===== config.mk =====
export PLATFORM = sky130hd
export DESIGN_NAME = tmcw_cursor
export DESIGN_NICKNAME = d
export VERILOG_FILES = /design/src/hdl/tmcw_pkg.sv /design/src/hdl/tmcw_cursor.sv
export SDC_FILE = /design/constraint.sdc
export NUM_CORES = 1
export LEC_CHECK = 0
export ABC_CLOCK_PERIOD_IN_PS = 5200
export CAP_MARGIN = 20
export CORE_ASPECT_RATIO = 1.4
export CORE_MARGIN = 2
export CORE_UTILIZATION = 25
export DETAILED_ROUTE_END_ITERATION = 16
export DONT_BUFFER_PORTS = 1
export SETUP_SLACK_MARGIN = 0.1
export SYNTH_ARGS = -nofsm -noshare
export SYNTH_HDL_FRONTEND = slang
export SYNTH_SLANG_ARGS = --single-unit
export TNS_END_PERCENT = 5

===== constraint.sdc =====
create_clock -name clk -period 5.2 [get_ports clk]
set_input_delay 1.04 -clock clk [delete_from_list [all_inputs] [get_ports clk]]
set_output_delay 1.04 -clock clk [all_outputs]
set_load 0.02 [all_outputs]

===== src/hdl/tmcw_pkg.sv =====
// Shared constants and types for the text mode console writer.
// Used by tmcw_cursor, text_mode_console_writer and tb; no dependencies.
package tmcw_pkg;

	localparam int DEF_COLUMNS   = 80;
	localparam int DEF_ROWS      = 25;
	localparam int DEF_TAB_CELLS = 4;

	localparam int CELL_W   = 16;
	localparam int CHAR_W   = 8;
	localparam int POS_W    = 11;
	localparam logic [CHAR_W-1:0] ATTR_RESET = 8'd7;

	// input commands
	localparam logic CMD_PUT  = 1'b0;
	localparam logic CMD_READ = 1'b1;

	// control bytes
	localparam logic [CHAR_W-1:0] BYTE_NUL = 8'd0;
	localparam logic [CHAR_W-1:0] BYTE_TAB = 8'd9;
	localparam logic [CHAR_W-1:0] BYTE_NL  = 8'd10;
	localparam logic [CHAR_W-1:0] BYTE_VT  = 8'd11;
	localparam logic [CHAR_W-1:0] BYTE_FF  = 8'd12;
	localparam logic [CHAR_W-1:0] BYTE_CR  = 8'd13;

	// cursor operations
	localparam logic [2:0] CUR_NONE  = 3'd0;
	localparam logic [2:0] CUR_PRINT = 3'd1;
	localparam logic [2:0] CUR_NL    = 3'd2;
	localparam logic [2:0] CUR_CR    = 3'd3;
	localparam logic [2:0] CUR_TAB   = 3'd4;
	localparam logic [2:0] CUR_VT    = 3'd5;
	localparam logic [2:0] CUR_HOME  = 3'd6;

	typedef struct packed {
		logic       go;
		logic [2:0] op;
	} cur_ctrl_t;

endpackage


===== src/hdl/tmcw_cursor.sv =====
// Cursor, column and scroll base registers with their update logic.
// Depends on tmcw_pkg.
module tmcw_cursor #(
	parameter int COLUMNS   = tmcw_pkg::DEF_COLUMNS,
	parameter int ROWS      = tmcw_pkg::DEF_ROWS,
	parameter int TAB_CELLS = tmcw_pkg::DEF_TAB_CELLS,
	localparam int CELLS    = COLUMNS * ROWS,
	localparam int AW       = $clog2(CELLS),
	localparam int CUR_W    = $clog2(CELLS + COLUMNS + TAB_CELLS)
) (
	input  logic                clk,
	input  logic                arst_n,
	input  tmcw_pkg::cur_ctrl_t ctrl,
	output logic [CUR_W-1:0]    cursor,
	output logic [AW-1:0]       base,
	output logic                wrap
);

	localparam int COL_W  = $clog2(COLUMNS);
	localparam int COLX_W = $clog2(COLUMNS + TAB_CELLS);
	localparam int NSUB   = (COLUMNS - 1 + TAB_CELLS) / COLUMNS;
	localparam int LAST   = CELLS - COLUMNS;

	logic [CUR_W-1:0] cursor_q, cur_n;
	logic [COL_W-1:0] col_q, col_n, col_inc, col_tab;
	logic [AW-1:0]    base_q, base_next;
	logic [COL_W:0]   ci;
	logic [COLX_W-1:0] ct;
	logic [AW:0]      bsum;

	always_comb begin
		ci = {1'b0, col_q} + (COL_W+1)'(1);
		col_inc = (ci == (COL_W+1)'(COLUMNS)) ? '0 : ci[COL_W-1:0];
	end

	// column after a tab: NSUB conditional subtracts
	always_comb begin
		ct = COLX_W'(col_q) + COLX_W'(TAB_CELLS);
		for (int i = 0; i < NSUB; i++) begin
			if (ct >= COLX_W'(COLUMNS)) begin
				ct = ct - COLX_W'(COLUMNS);
			end
		end
		col_tab = ct[COL_W-1:0];
	end

	always_comb begin
		bsum = {1'b0, base_q} + (AW+1)'(COLUMNS);
		if (bsum >= (AW+1)'(CELLS)) begin
			bsum = bsum - (AW+1)'(CELLS);
		end
		base_next = bsum[AW-1:0];
	end

	always_comb begin
		cur_n = cursor_q;
		col_n = col_q;
		case (ctrl.op)
			tmcw_pkg::CUR_PRINT: begin
				cur_n = cursor_q + CUR_W'(1);
				col_n = col_inc;
			end
			tmcw_pkg::CUR_NL: begin
				cur_n = cursor_q + CUR_W'(COLUMNS) - CUR_W'(col_q);
				col_n = '0;
			end
			tmcw_pkg::CUR_CR: begin
				cur_n = cursor_q - CUR_W'(col_q);
				col_n = '0;
			end
			tmcw_pkg::CUR_TAB: begin
				cur_n = cursor_q + CUR_W'(TAB_CELLS);
				col_n = col_tab;
			end
			tmcw_pkg::CUR_VT: begin
				cur_n = cursor_q + CUR_W'(COLUMNS);
			end
			default: begin
			end
		endcase
	end

	assign wrap = (ctrl.op != tmcw_pkg::CUR_HOME) && (cur_n >= CUR_W'(CELLS));

	always_ff @(posedge clk or negedge arst_n) begin
		if (!arst_n) begin
			cursor_q <= '0;
			col_q    <= '0;
			base_q   <= '0;
		end else if (ctrl.go) begin
			if (ctrl.op == tmcw_pkg::CUR_HOME) begin
				cursor_q <= '0;
				col_q    <= '0;
				base_q   <= '0;
			end else if (wrap) begin
				// scroll: last row, same column, top row moves down one
				cursor_q <= CUR_W'(col_n) + CUR_W'(LAST);
				col_q    <= col_n;
				base_q   <= base_next;
			end else begin
				cursor_q <= cur_n;
				col_q    <= col_n;
			end
		end
	end

	assign cursor = cursor_q;
	assign base   = base_q;

endmodule


==> summary.md <==
The count of flip-flops with a built-in enable after synthesis works out to 0. Among all flip-flop cells after synthesis, the most frequent one is dfrtp_1. The worst setup path is launched from an input port.

For this configuration, the core starts out at a cell density of 25.7%. The global-route wire length before repair was 20.6 mm. The run gives 0 as the initial antenna violation count. The slowest library cell on the worst path was o41a_2.

Global routing consumed, over all layers together, 16.3% of the routing resources. The largest delay contributor family on the critical path is compound AO/OA/AOI/OAI gates. The floorplan row count came out at 52. The buffer levels on the longest clock path was 2; the via count of the first global-routing pass was 3929.

The number of gates resized after CTS was 0. Reg-to-reg endpoint: base[9]$_DFFE_PN0P_. The floorplan step set the die width to 107 um. The internal power was 816 uW.

Each instance of the synthesized netlist takes up on average 7.21 sq um. The tools report the number of levels in the clock H-tree as 1. The instance count of the mapped netlist came out at 518. The count of state elements after synthesis is 26, and the power consumption is 1670 uW. The run gives 68 as the distinct cell type count after synthesis. The clock-pin slew of the registers on the worst-case setup and hold paths was 0.07 ns; the highest net fanout along the worst path was 28. The run finished with clean final reports. The peak per-stage delay on the critical path is 0.55 ns. The die covers 15900 sq um.

For the final routed database, the setup TNS stands at 0 ns. Detailed placement finished with a half-perimeter wire length of 9.64 mm. The worst setup path is captured at a primary output.

The critical path goes through inv_1 -> nor2_4 -> nand2_2 -> inv_4 -> nand2_1 -> ha_1 -> fa_2 -> nand2b_4 -> a211o_1 -> o31ai_2 -> nor4_1 -> o21ai_1 -> nand4b_1 -> o41a_2 -> nor2_4. The height of the die came out at 149 um. The top cell types in the final layout, fill and taps aside, are nor2_1, nand2_1, a21oi_1. At the worst endpoint, the required time is 4.16 ns.

The tools report the final routed DRC violation total as 0. Worst path buffer plus inverter count: 2. For the peak clock frequency supported by timing, the log shows 203 MHz.

The async set or reset register ratio after synthesis is 100%. The cell that appears most often on the critical path is nor2_4. For the final max-slew violation count, the log shows 0. The minimum hold slack was 0.458 ns.

In this run the worst hold path is classified as input port to asynchronous set/reset pin. Headroom to the max-slew limit came out at 27.7%. The worst register-to-register path has a depth of 14.

Using the TritonRoute via totals, the vias-per-cell ratio works out to 5.72. Setup repair after global routing left no endpoint under its margin. Sequential elements use 17.4% of the synthesized area.

The number of nets in the layout was 536. Warning count from the yosys run: 0. Detailed routing inserted a total of 3935 vias. The analysis attributes to cell leakage a power of 0.00160 uW. The tool flagged a number of max-cap violations equal to 0.

The tools report the latest clock arrival within the worst-skew pair as 0.27 ns. Total clock buffers created by CTS: 3. The setup path with the least slack is of type input port to primary output. Input and output buffers added on the ports amount to 0.

TritonCTS built the clock tree. Setup violations remaining at the end of the flow were counted as 0. The placeable core region is 14500 sq um. Summed over all nets, the switching power comes to 854 uW.

The switching share of power came out at 51.1%. The library cell used most frequently in the layout, excluding fill and tap cells, is nor2_1. The first routing iteration left 424 violations. The worst voltage drop across the vdd grid is 0.000225 V, and the final wirelength is 12.7 mm.

The post-route non-filler standard cell count is 688, and the ratio of total power to cell area is 415 nW/um^2. The logs give 58.2% for the logic gate share of total power and 0 for the overflow left after global routing. Clock skew on the completed layout was measured at 0.00258 ns. For flop-to-flop paths, the worst setup slack is 1.19 ns. After routing the design area is 4030 sq um. The I/O pin count is 30, and the ratio of final minimum period to clock period is 94.7%.

The repair_antennas step left the layout with diodes totalling 0. The first TritonRoute pass finished after 5 iterations. The cell at the root of the clock tree is clkbuf_16. The area of the mapped netlist was 3730 sq um; the slew at the pin closest to its max-slew limit was 1.07 ns. The area growth from synthesis to layout is 7.87%. Final critical-path required period: 4.92 ns.

In the post-synthesis netlist, the biggest area contributors are dfrtp_1, ha_1, nor2_1, nand2_1, xnor2_1. After detailed placement, the total cell area comes to 3920 sq um. The fraction of post-synthesis cell area in the top cell type by area came out at 17.4%.

The fraction of layout instances using a drive strength above 1 was 7.41%; the number of filler instances in the final layout was 1593. Sequential cells burn 27.8% of the power. The leading area contributor after synthesis was dfrtp_1. The startpoint of the worst-slack reg-to-reg timing path is cursor[0]$_DFFE_PN0P_.

The largest net degree at the start of global routing came out at 41. The number of hold violations in the final report came out at 0. The data arrival time at the worst-slack endpoint came out at 3.88 ns. Once detail routing completed, the nets flagged for antenna violations numbered 0. Counting tap cells, the placed design contains a total of 684 instances. Post-CTS timing repair inserted 0 buffers for setup. Dividing the detail-routed wire length by the instance count gives 18.5 um. Clock tree synthesis found a total of 26 sinks.

The fraction of power consumed by the clock network is 14.0%, and the global placement routability congestion is 0.913. Buffers inserted to repair hold after CTS numbered 0.
-- power by group through the flow --
stage / clock, uW / combinational [uW] / sequential (uW)
after floorplan: 0 / 804 / 395
after global placement: 0 / 960 / 466
after detailed placement: 0 / 958 / 467
after CTS: 238 / 965 / 462
after global routing: 247 / 1090 / 478
final: 234 / 973 / 464
-- cells by family (layout without fill, tap and decap cells) --
| logic type | Yosys count | in the layout | synth area share, % |
|---|---|---|---|
| adders and majority gates | 30 | 30 | 10.5 |
| muxes | 8 | 8 | 2.21 |
| other | 1 | 4 | 0.100 |
| and+or+nand+nor | 187 | 187 | 23.4 |
| xor gates and xnor gates | 31 | 31 | 7.27 |
| DFF | 26 | 26 | 17.4 |
| buffers and inverters | 64 | 42 | 7.50 |
| AOI/OAI and AO/OA | 171 | 171 | 31.7 |
-- layer usage --
layer	part of all wire, %	routed length [um]	global-route usage (%)
met2	48	6150	27.4
met4	4.9	628	9.48
met1	40	5110	19.6
met3	6.4	810	2.23
met5	0	0	0
-- worst register-to-register path, cell delays in order (launching register included) --
cell and delay [ns]:
dfrtp_1 0.49, inv_1 0.16, ha_1 0.17, inv_1 0.05, fa_1 0.39, a21oi_1 0.34, o21ai_0 0.22, a211oi_2 0.29
xnor2_1 0.11, o211ai_2 0.19, nand4b_1 0.12, o41a_2 0.55, buf_4 0.24, or4_1 0.52, o211ai_1 0.09
-- through the flow --
stage               util (%)  setup slack (ns)
finish                  27.8             0.277
global route            27.8             0.109
detailed placement      27.0             0.261
global placement        27.0             0.323
CTS                     27.7             0.243
floorplan                  -            0.0772
-- area by class of cell --
| cell class | instances | area, sq um | area share [%] |
|---|---|---|---|
| Clock buffer | 3 | 75.1 | 1.86 |
| Clock inverter | 1 | 30.0 | 0.745 |
| Inverter | 28 | 108 | 2.67 |
| Multi-Input combinational cell | 431 | 2850 | 70.8 |
| Tap cell | 189 | 236 | 5.87 |
| Timing Repair Buffer | 10 | 75.1 | 1.86 |
| Sequential cell | 26 | 651 | 16.1 |
-- Yosys cell counts, types with 5 or more instances --
| master | instances |
|---|---|
| o22ai_1 | 15 |
| o21a_1 | 5 |
| clkbuf_1 | 19 |
| a31oi_1 | 11 |
| o31ai_1 | 6 |
| xnor2_1 | 20 |
| ha_1 | 28 |
| nand4_1 | 5 |
| nand3_1 | 18 |
| dfrtp_1 | 26 |
| o211ai_1 | 13 |
| xor2_1 | 11 |
| nor4_1 | 5 |
| a211oi_1 | 8 |
| nand2b_1 | 8 |
| nor3_1 | 10 |
| inv_1 | 28 |
| buf_4 | 5 |
| buf_1 | 5 |
| and3_1 | 7 |
| o21ai_0 | 29 |
| nand2_1 | 56 |
| buf_2 | 5 |
| a21oi_1 | 33 |
| nor2_1 | 58 |
| mux2i_1 | 6 |
-- worst max path at each step --
stage                  from  endpoint  slack, ns  cells after the start
floorplan           ctrl[0]      wrap       0.08                     18
global placement    ctrl[0]      wrap       0.32                     15
detailed placement  ctrl[0]      wrap       0.26                     15
CTS                 ctrl[0]      wrap       0.24                     15
global route        ctrl[0]      wrap       0.11                     15
finish              ctrl[0]      wrap       0.28                     15
-- flip-flops by register name, summed over array words and instances (netlist names) --
signal	count
base	7
col_q	7
cursor	12
Note: power is estimated with default switching activity, not from simulation.
